--- src/design/srr_pkg.sv ---
package srr_pkg;

   localparam int RAW_W   = 64;
   localparam int RANGE_W = 32;
   localparam int FRAC_W  = 24;
   localparam int FRACTION_SHIFT = 40;
   localparam int DIV_STEPS = RAW_W;
   localparam int COUNT_W = $clog2(DIV_STEPS);

   localparam logic [RAW_W-1:0] GOLDEN_INCREMENT = 64'h9e3779b97f4a7c15;
   localparam logic [RAW_W-1:0] MIX_MULT_A       = 64'hbf58476d1ce4e5b9;
   localparam logic [RAW_W-1:0] MIX_MULT_B       = 64'h94d049bb133111eb;

   typedef struct packed {
      logic               mode;
      logic [RAW_W-1:0]   seed_value;
      logic [RANGE_W-1:0] range_low;
      logic [RANGE_W-1:0] range_high;
   } req_type;

   typedef struct packed {
      logic [RAW_W-1:0]   raw_value;
      logic [FRAC_W-1:0]  unit_fraction;
      logic [RANGE_W-1:0] ranged_value;
      logic               advanced;
   } rsp_type;

   typedef enum logic [1:0] {
      SHIFT_30 = 2'd0,
      SHIFT_27 = 2'd1,
      SHIFT_31 = 2'd2
   } shift_sel_type;

   typedef enum logic [1:0] {
      MP_IDLE = 2'd0,
      MP_LL   = 2'd1,
      MP_LH   = 2'd2,
      MP_HL   = 2'd3
   } mul_part_type;

   typedef enum logic {
      ROUND_A = 1'b0,
      ROUND_B = 1'b1
   } mul_round_type;

   typedef struct packed {
      logic          capture;
      logic          load_seed;
      logic          advance;
      logic          shift_en;
      shift_sel_type shift_sel;
      mul_part_type  mul_part;
      mul_round_type mul_round;
      logic          div_init;
      logic          div_step;
      logic          out_load;
   } cmd_type;

   typedef struct packed {
      logic is_load;
      logic is_empty;
      logic div_last;
   } status_type;

endpackage

--- src/design/splitmix_ranged_random_core.sv ---
// splitmix64 random source with ranged output
// req channel: one transaction is either a seed load (mode 1) or a draw
// (mode 0) over the inclusive range range_low..range_high
// rsp channel: exactly one transaction per request, in request order,
// carrying raw 64-bit draw, 0.24 fraction, ranged value and advanced flag
// seed load and empty range: the request passes EVAL, then DONE writes
// the result to the output register
// draw: the path runs through the 64-step restoring divider for the
// modulo plus two mixing rounds on one shared 32x32 multiplier
// (three partial products each)
// one request is processed at a time; req_stall is high from acceptance
// until the result has been written to the output register
// the output register frees the input side: a new request is taken while
// the previous result is still stalled, and the engine waits in its last
// step only when a second result is ready before the first is taken
// reset clears the generator state to zero and drops rsp_valid
module splitmix_ranged_random_core
   import srr_pkg::*;
(
   input  logic    clock,
   input  logic    reset,
   input  logic    req_valid,
   output logic    req_stall,
   input  req_type req_data,
   output logic    rsp_valid,
   input  logic    rsp_stall,
   output rsp_type rsp_data
);

   cmd_type    cmd;
   status_type status;

   srr_controller u_controller (
      .clock     (clock),
      .reset     (reset),
      .req_valid (req_valid),
      .req_stall (req_stall),
      .rsp_valid (rsp_valid),
      .rsp_stall (rsp_stall),
      .status    (status),
      .cmd       (cmd)
   );

   srr_datapath u_datapath (
      .clock    (clock),
      .reset    (reset),
      .req_data (req_data),
      .rsp_data (rsp_data),
      .cmd      (cmd),
      .status   (status)
   );

endmodule

--- src/design/srr_controller.sv ---
module srr_controller
   import srr_pkg::*;
(
   input  logic       clock,
   input  logic       reset,
   input  logic       req_valid,
   output logic       req_stall,
   output logic       rsp_valid,
   input  logic       rsp_stall,
   input  status_type status,
   output cmd_type    cmd
);

   typedef enum logic [13:0] {
      ST_IDLE     = 14'b00000000000001,
      ST_EVAL     = 14'b00000000000010,
      ST_SHIFT1   = 14'b00000000000100,
      ST_MUL_LL1  = 14'b00000000001000,
      ST_MUL_LH1  = 14'b00000000010000,
      ST_MUL_HL1  = 14'b00000000100000,
      ST_SHIFT2   = 14'b00000001000000,
      ST_MUL_LL2  = 14'b00000010000000,
      ST_MUL_LH2  = 14'b00000100000000,
      ST_MUL_HL2  = 14'b00001000000000,
      ST_SHIFT3   = 14'b00010000000000,
      ST_DIV_INIT = 14'b00100000000000,
      ST_DIV      = 14'b01000000000000,
      ST_DONE     = 14'b10000000000000
   } state_type;

   state_type state_ff, state_in;
   logic      rsp_valid_ff, rsp_valid_in;
   logic      out_free;

   assign out_free  = !rsp_valid_ff || !rsp_stall;
   assign req_stall = (state_ff != ST_IDLE);
   assign rsp_valid = rsp_valid_ff;

   always_comb begin
      state_in      = state_ff;
      cmd           = '0;
      cmd.shift_sel = SHIFT_30;
      cmd.mul_part  = MP_IDLE;
      cmd.mul_round = ROUND_A;
      case (state_ff)
         ST_IDLE: begin
            if (req_valid) begin
               cmd.capture = 1'b1;
               state_in    = ST_EVAL;
            end
         end
         ST_EVAL: begin
            if (status.is_load) begin
               cmd.load_seed = 1'b1;
               state_in      = ST_DONE;
            end else if (status.is_empty) begin
               state_in = ST_DONE;
            end else begin
               cmd.advance = 1'b1;
               state_in    = ST_SHIFT1;
            end
         end
         ST_SHIFT1: begin
            cmd.shift_en  = 1'b1;
            cmd.shift_sel = SHIFT_30;
            state_in      = ST_MUL_LL1;
         end
         ST_MUL_LL1: begin
            cmd.mul_part = MP_LL;
            state_in     = ST_MUL_LH1;
         end
         ST_MUL_LH1: begin
            cmd.mul_part = MP_LH;
            state_in     = ST_MUL_HL1;
         end
         ST_MUL_HL1: begin
            cmd.mul_part = MP_HL;
            state_in     = ST_SHIFT2;
         end
         ST_SHIFT2: begin
            cmd.shift_en  = 1'b1;
            cmd.shift_sel = SHIFT_27;
            state_in      = ST_MUL_LL2;
         end
         ST_MUL_LL2: begin
            cmd.mul_part  = MP_LL;
            cmd.mul_round = ROUND_B;
            state_in      = ST_MUL_LH2;
         end
         ST_MUL_LH2: begin
            cmd.mul_part  = MP_LH;
            cmd.mul_round = ROUND_B;
            state_in      = ST_MUL_HL2;
         end
         ST_MUL_HL2: begin
            cmd.mul_part  = MP_HL;
            cmd.mul_round = ROUND_B;
            state_in      = ST_SHIFT3;
         end
         ST_SHIFT3: begin
            cmd.shift_en  = 1'b1;
            cmd.shift_sel = SHIFT_31;
            state_in      = ST_DIV_INIT;
         end
         ST_DIV_INIT: begin
            cmd.div_init = 1'b1;
            state_in     = ST_DIV;
         end
         ST_DIV: begin
            cmd.div_step = 1'b1;
            if (status.div_last) begin
               state_in = ST_DONE;
            end
         end
         ST_DONE: begin
            if (out_free) begin
               cmd.out_load = 1'b1;
               state_in     = ST_IDLE;
            end
         end
         default: begin
            state_in = ST_IDLE;
         end
      endcase
   end

   always_comb begin
      rsp_valid_in = rsp_valid_ff;
      if (cmd.out_load) begin
         rsp_valid_in = 1'b1;
      end else if (!rsp_stall) begin
         rsp_valid_in = 1'b0;
      end
   end

   always_ff @(posedge clock) begin
      if (reset) begin
         state_ff     <= ST_IDLE;
         rsp_valid_ff <= 1'b0;
      end else begin
         state_ff     <= state_in;
         rsp_valid_ff <= rsp_valid_in;
      end
   end

endmodule

--- src/design/srr_datapath.sv ---
module srr_datapath
   import srr_pkg::*;
(
   input  logic       clock,
   input  logic       reset,
   input  req_type    req_data,
   output rsp_type    rsp_data,
   input  cmd_type    cmd,
   output status_type status
);

   logic [RAW_W-1:0]     gen_state_ff, gen_state_in;
   logic                 mode_ff, empty_ff;
   logic [RAW_W-1:0]     seed_ff;
   logic [RANGE_W-1:0]   low_ff, high_ff;
   logic [RAW_W-1:0]     word_ff, word_in;
   logic [RAW_W-1:0]     acc_ff, acc_in;
   logic [RAW_W-1:0]     quot_ff, quot_in;
   logic [RANGE_W-1:0]   rem_ff, rem_in;
   logic [RANGE_W:0]     span_ff;
   logic [COUNT_W-1:0]   count_ff, count_in;
   rsp_type              rsp_ff, rsp_in;

   logic [RAW_W-1:0]     mult_const;
   logic [RANGE_W-1:0]   mul_a, mul_b;
   logic [RAW_W-1:0]     product;
   logic [RAW_W-1:0]     shifted;
   logic [RANGE_W:0]     trial;
   logic [RANGE_W:0]     trial_diff;

   // mixing: xor-shift, then 64-bit low product over three partial steps
   always_comb begin
      case (cmd.shift_sel)
         SHIFT_30: shifted = word_ff >> 30;
         SHIFT_27: shifted = word_ff >> 27;
         SHIFT_31: shifted = word_ff >> 31;
         default:  shifted = word_ff >> 30;
      endcase
   end

   assign mult_const = (cmd.mul_round == ROUND_B) ? MIX_MULT_B : MIX_MULT_A;

   always_comb begin
      case (cmd.mul_part)
         MP_LL: begin
            mul_a = word_ff[RANGE_W-1:0];
            mul_b = mult_const[RANGE_W-1:0];
         end
         MP_LH: begin
            mul_a = word_ff[RANGE_W-1:0];
            mul_b = mult_const[RAW_W-1:RANGE_W];
         end
         MP_HL: begin
            mul_a = word_ff[RAW_W-1:RANGE_W];
            mul_b = mult_const[RANGE_W-1:0];
         end
         default: begin
            mul_a = '0;
            mul_b = '0;
         end
      endcase
   end

   assign product = RAW_W'(mul_a) * RAW_W'(mul_b);

   always_comb begin
      gen_state_in = gen_state_ff;
      word_in      = word_ff;
      acc_in       = acc_ff;
      if (cmd.load_seed) begin
         gen_state_in = seed_ff;
      end
      if (cmd.advance) begin
         gen_state_in = gen_state_ff + GOLDEN_INCREMENT;
         word_in      = gen_state_ff + GOLDEN_INCREMENT;
      end
      if (cmd.shift_en) begin
         word_in = word_ff ^ shifted;
      end
      case (cmd.mul_part)
         MP_LL: acc_in = product;
         MP_LH: acc_in = {acc_ff[RAW_W-1:RANGE_W] + product[RANGE_W-1:0],
                          acc_ff[RANGE_W-1:0]};
         MP_HL: word_in = {acc_ff[RAW_W-1:RANGE_W] + product[RANGE_W-1:0],
                           acc_ff[RANGE_W-1:0]};
         default: acc_in = acc_ff;
      endcase
   end

   // restoring division for the remainder, one dividend bit per cycle
   assign trial      = {rem_ff, quot_ff[RAW_W-1]};
   assign trial_diff = trial - span_ff;

   always_comb begin
      quot_in  = quot_ff;
      rem_in   = rem_ff;
      count_in = count_ff;
      if (cmd.div_init) begin
         quot_in  = word_ff;
         rem_in   = '0;
         count_in = '0;
      end else if (cmd.div_step) begin
         quot_in  = {quot_ff[RAW_W-2:0], 1'b0};
         rem_in   = (trial >= span_ff) ? trial_diff[RANGE_W-1:0] : trial[RANGE_W-1:0];
         count_in = count_ff + 1'b1;
      end
   end

   always_comb begin
      rsp_in = rsp_ff;
      if (cmd.out_load) begin
         rsp_in = '0;
         if (!mode_ff) begin
            if (empty_ff) begin
               rsp_in.ranged_value = low_ff;
            end else begin
               rsp_in.raw_value     = word_ff;
               rsp_in.unit_fraction = word_ff[FRACTION_SHIFT +: FRAC_W];
               rsp_in.ranged_value  = low_ff + rem_ff;
               rsp_in.advanced      = 1'b1;
            end
         end
      end
   end

   always_ff @(posedge clock) begin
      if (reset) begin
         gen_state_ff <= '0;
      end else begin
         gen_state_ff <= gen_state_in;
      end
   end

   always_ff @(posedge clock) begin
      if (cmd.capture) begin
         mode_ff  <= req_data.mode;
         empty_ff <= (req_data.range_high <= req_data.range_low);
         seed_ff  <= req_data.seed_value;
         low_ff   <= req_data.range_low;
         high_ff  <= req_data.range_high;
      end
      if (cmd.div_init) begin
         span_ff <= {1'b0, high_ff - low_ff} + 1'b1;
      end
      word_ff  <= word_in;
      acc_ff   <= acc_in;
      quot_ff  <= quot_in;
      rem_ff   <= rem_in;
      count_ff <= count_in;
      rsp_ff   <= rsp_in;
   end

   assign status.is_load  = mode_ff;
   assign status.is_empty = empty_ff;
   assign status.div_last = &count_ff;
   assign rsp_data        = rsp_ff;

endmodule
--- config.mk ---
export PLATFORM = sky130hd
export DESIGN_NAME = splitmix_ranged_random_core
export DESIGN_NICKNAME = d
export VERILOG_FILES = /design/src/design/srr_pkg.sv /design/src/design/splitmix_ranged_random_core.sv /design/src/design/srr_controller.sv /design/src/design/srr_datapath.sv
export SDC_FILE = /design/constraint.sdc
export NUM_CORES = 2
export LEC_CHECK = 0
export BUFFER_PORTS_ARGS = -buffer_cell sky130_fd_sc_hd__buf_4
export CAP_MARGIN = 20
export CELL_PAD_IN_SITES_DETAIL_PLACEMENT = 1
export CELL_PAD_IN_SITES_GLOBAL_PLACEMENT = 1
export CORE_ASPECT_RATIO = 0.8
export CORE_MARGIN = 3
export CORE_UTILIZATION = 51
export CTS_CLUSTER_DIAMETER = 150
export DETAILED_ROUTE_END_ITERATION = 8
export PLACE_DENSITY_LB_ADDON = 0.25
export SLEW_MARGIN = 20
export SYNTH_ARGS = -nofsm -noshare
export SYNTH_HDL_FRONTEND = slang
export SYNTH_HIERARCHICAL = 1
export SYNTH_SLANG_ARGS = --single-unit
--- constraint.sdc ---
create_clock -name clock -period 16.63 [get_ports clock]
set_input_delay 4.1575 -clock clock [delete_from_list [all_inputs] [get_ports clock]]
set_output_delay 4.1575 -clock clock [all_outputs]
set_load 0.1 [all_outputs]
Word-level counts from Yosys, hierarchy flattened
Index checks and enable logic that the tools add are counted.
{"block": "word_totals", "ff_bits": 593, "output_inout_bits": 123, "wordCells": 107}
{"block": "op_classes", "add_sub_neg": 7, "n_mul": 1, "n_lt_le_gt_ge": 2, "eq_ne": 24, "n_mux": 35, "n_bitwise": 2, "n_reduce_logical": 17}
{"cell": "2-to-1 mux 64 bit", "n": 7}
{"cell": "case mux 14 bit (14 select lines)", "n": 1}
{"cell": "case mux 32 bit (2 select lines)", "n": 2}
{"cell": "case mux 64 bit (2 select lines)", "n": 1}
{"cell": "case mux 37 bit (2 select lines)", "n": 1}
{"cell": "2-to-1 mux 14 bit", "n": 5}
{"cell": "adder 32 bit", "n": 2}
{"cell": "adder 64 bit (second input constant)", "n": 1}
{"cell": "multiplier 32 x 32 -> 64 bit", "n": 1}
{"cell": "2-to-1 mux 32 bit", "n": 2}
{"cell": "subtractor 32 bit", "n": 2}
{"cell": "bitwise XOR 64 bit", "n": 1}
{"cell": "2-to-1 mux 62 bit", "n": 1}
{"cell": "adder 32 x 1 -> 33 bit (second input constant)", "n": 1}
{"cell": ">= comparator 33 bit", "n": 1}
{"cell": "<= comparator 32 bit", "n": 1}
{"cell": "equality test 14 x 1 -> 1 bit (second input constant)", "n": 1}
{"cell": "equality test 14 x 10 -> 1 bit (second input constant)", "n": 1}
{"cell": "equality test 14 x 11 -> 1 bit (second input constant)", "n": 1}
{"cell": "equality test 14 x 12 -> 1 bit (second input constant)", "n": 1}
{"cell": "equality test 14 x 13 -> 1 bit (second input constant)", "n": 1}
{"cell": "equality test 14 bit (second input constant)", "n": 1}
{"cell": "equality test 14 x 2 -> 1 bit (second input constant)", "n": 1}
{"cell": "equality test 14 x 3 -> 1 bit (second input constant)", "n": 1}
{"cell": "other kinds (26)", "n": 50}

Logic depth before layout (Yosys ltp)
{"block": "depth", "depth_word": 9, "mapped_depth": 50}

Modules after synthesis
Netlist, hierarchy kept.
{"mod": "srr_datapath", "n_inst": 1, "cells_each": 6321, "area_per_inst_um2": 62123.3, "seq_area_each_um2": 15615.0}
{"mod": "srr_controller", "n_inst": 1, "cells_each": 112, "area_per_inst_um2": 897.1, "seq_area_each_um2": 300.3}

Worst setup path before layout
OpenSTA, ideal clock, no wires.
{"block": "synth_timing", "path_type": "register to register", "from": "register u_controller.state_ff[0]", "to": "register u_datapath.acc_ff[62], data pin", "setup_time_ns": 0.263, "arrival_ns": 12.246, "required_time_ns": 16.367, "setup_slack_ns": 4.121, "path_stages_with_launch": 49, "synth_period_minus_slack_ns": 12.509, "cell_sequence": "dfxtp_1 > or4_4 > or3_1 > buf_2 > nor4_1 > nand3_1 > o211ai_1 > inv_1 > ha_1 > clkbuf_1 > clkbuf_1 > a22oi_1 > or2_2 > clkbuf_1 > inv_1 > and2_1 > nor2b_1 > inv_1 > [... 13 more ...] > ha_1 > o21ai_0 > a221oi_1 > nor2_1 > o21ai_0 > nor2b_1 > nor2b_1 > xnor2_1 > ha_1 > a21o_1 > a21o_1 > a21oi_1 > o21ai_0 > o31ai_1 > nor2_1 > o221ai_1 > xnor2_1 > a2111o_1"}
{"item": "from (decl)", "line_no": "srr_controller.sv:31", "text": "state_type state_ff, state_in;"}
{"item": "from (signal assigned)", "line_no": "srr_controller.sv:141", "text": "state_ff <= state_in;"}
{"item": "to (signal assigned)", "line_no": "srr_datapath.sv:146", "text": "acc_ff <= acc_in;"}
{"item": "to (decl)", "line_no": "srr_datapath.sv:17", "text": "logic [RAW_W-1:0] acc_ff, acc_in;"}

==> metrics.md <==
| Metric | Value |
|---|---|
| Outcome | finished clean |
| Vias/cell | 6.196 |
| Post_cts resized | 0 |
| R2R Setup Slk | 2.88 ns |
| Syn_area_per_cell | 9.796 um2 |
| # setup viols final | 0 |
| Die Y | 320.4 um |
| P_int | 3.292 mW |
| CP Max Fanout | 43 |
| DRT antenna net count | 0 |
| Fill cell count | 13618 |
| DRC Markers | 0 |
| Die ar. | 127900 um2 |
| Worst-margin pin slew | 1.240 ns |
| Pre-CTS setup slack | 2.761 ns |
| Hold Crit Class | register to register |
| Postcts setup bufs | 0 |
| Period utilization | 82.67% |
| Mapped cell area | 63020 um2 |
| Yosys reg bits | 569 |
| DR vias | 50677 |
| Core area | 121700 um2 |
| Die width | 399.0 um |
| Sink Count | 569 |
| Final WL | 247700 um |
| Clk pin slew, worst setup/hold paths | 0.07 ns |
| Initial antenna violation count | 11 |
| Seq pwr share | 35.7% |
| Routability congestion estimate | 1.038 |
| Final net count | 7963 |
| Multi-input gate area | 42000 um2 |
| CTS root buffer | clkbuf_16 |
| Max Transition Viols Final | 0 |
| Synth-to-layout area growth | 8.047% |
| Largest net degree at the start of global routing | 74 |
| CP required | 17.06 ns |
| Starting Density | 51.80% |
| Post-layout min period | 13.75 ns |
| Synth cell types | 101 |
| RSZ-0062 raised after global routing | no |
| Most frequent CP cell | inv_1 |
| Pleak | 31.43 nW |
| Crit path max-delay cell type | ha_4 |
| First-pass GRT wire length | 362800 um |
| Row count | 114 |
| Fmax | 72.74 MHz |
| Number of global-route vias before repair | 52602 |
| Post-CTS Hold Buffers | 0 |
| Register area | 15920 um2 |
| Gr ovfl total | 0 |
| Final setup margin | 2.883 ns |
| Slew margin rel. | 17.33% |
| YS warnings | 6 |
| Number of port buffers | 255 |
| CP arrival | 14.17 ns |
| CP Capture Type | register |
| Clock power frac | 23.8% |
| Switching Fraction | 40.49% |
| Skew-Pair Late Insertion Delay | 0.63 ns |
| Syn_nets | 7894 |
| Iteration-0 DRC Markers | 5620 |
| Clk buf depth | 3 |
| Peak supply drop | 102.8 uV |
| Maxcap violations | 0 |
| Worst Setup Path Type | register to register |
| CP Launch Type | register |
| Ratio of cells with drive above 1 in the final layout | 8.920% |
| CTS tree | built |
| Pwr Density | 81.23 nW/um2 |
| Net Sw Power | 2.239 mW |
| Top FF cell, synth | edfxtp_1 |
| Pwr Total | 5.531 mW |
| GRT Util Overall | 38.75% |
| TNS Setup | 0 ns |
| Ys async rst share | 0% |
| Mapped Cells | 6433 |
| DP Wirelength | 204900 um |
| Combinational share of power | 40.4% |
| Final hold violations | 0 |
| Drt pass-1 iters | 6 |
| I/O pin count | 256 |
| Critical Path Max Stage Delay | 0.75 ns |
| Number of CTS-inserted buffers | 53 |
| Worst Clk Skew | 0.03197 ns |
| Wirelength per Cell | 30.29 um |
| Post-synth EDFFs | 452 |
| Seq/Total Area, Yosys | 25.25% |
| CTS H-tree depth | 2 |
[area by class of cell]
cell class	instances	share of cell area, %
diodes	8	0.02940
clock buffers	68	2.075
clock inverters	32	0.5770
inverters	1074	5.921
multi-input cells	4499	61.68
flip-flops and latches	569	23.37
well taps	1624	2.984
repair buffers	305	3.363
[metrics by stage]
step	hold slack [ns]	instance area (um2)	utilization, %	cells
floorplan	0.4483	63020	-	6433
global placement	0.4633	66240	54.45	8071
detailed placement	0.4700	66240	54.45	8071
CTS	0.4865	68050	55.93	8171
global route	0.5318	68070	55.95	8172
finish	0.4821	68090	55.96	8179
[cell usage after synthesis (44+ instances only)]
| master | instances | area, um2 |
|---|---|---|
| inv_1 | 1070 | 4016 |
| nand4_1 | 49 | 306.5 |
| xnor2_1 | 185 | 1620 |
| nor2_1 | 523 | 1963 |
| nand3_1 | 74 | 370.4 |
| and3_1 | 65 | 406.6 |
| a22oi_1 | 68 | 510.5 |
| or2_2 | 52 | 325.3 |
| nand2_1 | 430 | 1614 |
| ha_1 | 499 | 6243 |
| nor2b_1 | 75 | 469.2 |
| dfxtp_1 | 117 | 2342 |
| a21oi_1 | 289 | 1446 |
| fa_1 | 829 | 16600 |
| nor3_1 | 63 | 315.3 |
| xor2_1 | 91 | 797.0 |
| clkbuf_1 | 232 | 870.8 |
| edfxtp_1 | 452 | 13570 |
| mux2_2 | 80 | 900.9 |
| a211oi_1 | 49 | 367.9 |
| a21o_1 | 128 | 960.9 |
| o21ai_0 | 259 | 1296 |
| and2_1 | 111 | 694.4 |
| nand2b_1 | 44 | 275.3 |
[critical path, delay by kind of cell (launching register included)]
kind	cells	cell delay, ns
adder cells (fa/ha/maj)	11	5.06
AND/OR/NAND/NOR	8	2.72
flip-flops	1	0.37
XOR/XNOR	1	0.65
buffers and inverters	9	1.20
AO/OA/AOI/OAI	16	3.57
[final timing paths]
| check | startpoint | to | cells after the start |
|---|---|---|---|
| setup reg to reg | u_controller/state_ff[0]$_SDFFE_PP1P_ | u_datapath/word_ff[63]$_DFFE_PP_ | 45 |
| setup / recovery | u_controller/state_ff[0]$_SDFFE_PP1P_ | u_datapath/word_ff[63]$_DFFE_PP_ | 45 |
| hold reg to reg | u_datapath/seed_ff[43]$_DFFE_PP_ | u_datapath/gen_state_ff[43]$_SDFFE_PP0P_ | 2 |
| hold / removal | u_datapath/seed_ff[43]$_DFFE_PP_ | u_datapath/gen_state_ff[43]$_SDFFE_PP0P_ | 2 |
[registers in the layout, indices dropped and copies added, names as in the netlist]
name	cells
u_datapath/rsp_data	97
u_datapath/acc_ff	64
u_datapath/gen_state_ff	64
u_datapath/quot_ff	64
u_datapath/seed_ff	64
u_datapath/word_ff	64
u_datapath/span_ff	33
u_datapath/high_ff	32
u_datapath/low_ff	32
u_datapath/rem_ff	32
u_controller/state_ff	14
u_datapath/count_ff	6
u_controller/rsp_valid	1
u_datapath/empty_ff	1
u_datapath/mode_ff	1
[power by group through the flow]
stage               registers [mW]  logic, mW  clock network [mW]
floorplan                     2.02       1.52                   0
global placement              1.99       2.09                   0
detailed placement            2.00       2.17                   0
CTS                           1.97       2.20                1.33
global route                  1.99       2.43                1.39
finish                        1.98       2.24                1.32
[logic make-up (layout without fill, tap and decap cells)]
logic type / after synthesis / after routing / share of synthesized area, %
muxes: 104 / 104 / 1.811
DFF: 569 / 569 / 25.25
other: 0 / 8 / 0
AOI/OAI and AO/OA: 1175 / 1175 / 12.24
adders and majority gates: 1328 / 1328 / 36.24
and+or+nand+nor: 1616 / 1616 / 12.30
buffers and inverters: 1365 / 1479 / 8.319
xor gates and xnor gates: 276 / 276 / 3.836
[metal layers]
layer / vias to the layer above / part of all wire [%] / GRT usage [%]
li1: 21518 / - / -
met1: 26196 / 43 / 57.00
met2: 2592 / 42 / 56.08
met3: 359 / 11 / 11.41
met4: 12 / 3.2 / 9.808
met5: - / 0.033 / 0
[cell usage in the layout, fill, tap and decap left out, types with 20 or more instances in the layout]
master	synthesis	routed
o21ai_0	259	255
o21a_1	41	41
fa_1	829	829
and2_1	111	111
mux2i_1	24	24
a221oi_1	24	24
a22oi_1	68	68
nor2_1	523	517
a31oi_1	41	41
a21o_1	128	128
mux2_2	80	80
nand3_1	74	74
ha_1	499	495
dfxtp_1	117	117
xor2_1	91	91
inv_1	1070	1068
edfxtp_1	452	452
a211oi_1	49	49
nand2_1	430	429
clkbuf_16	0	53
nor3_1	63	61
o21bai_1	33	33
nand2b_1	44	44
a311oi_1	23	23
a21oi_1	289	288
buf_4	27	305
o211ai_1	25	25
nand4_1	49	49
nor4_1	20	20
or3_1	40	40
xnor2_1	185	185
or2_2	52	52
nor2b_1	75	74
and3_1	65	65
Power figures use the tool's default switching activity.
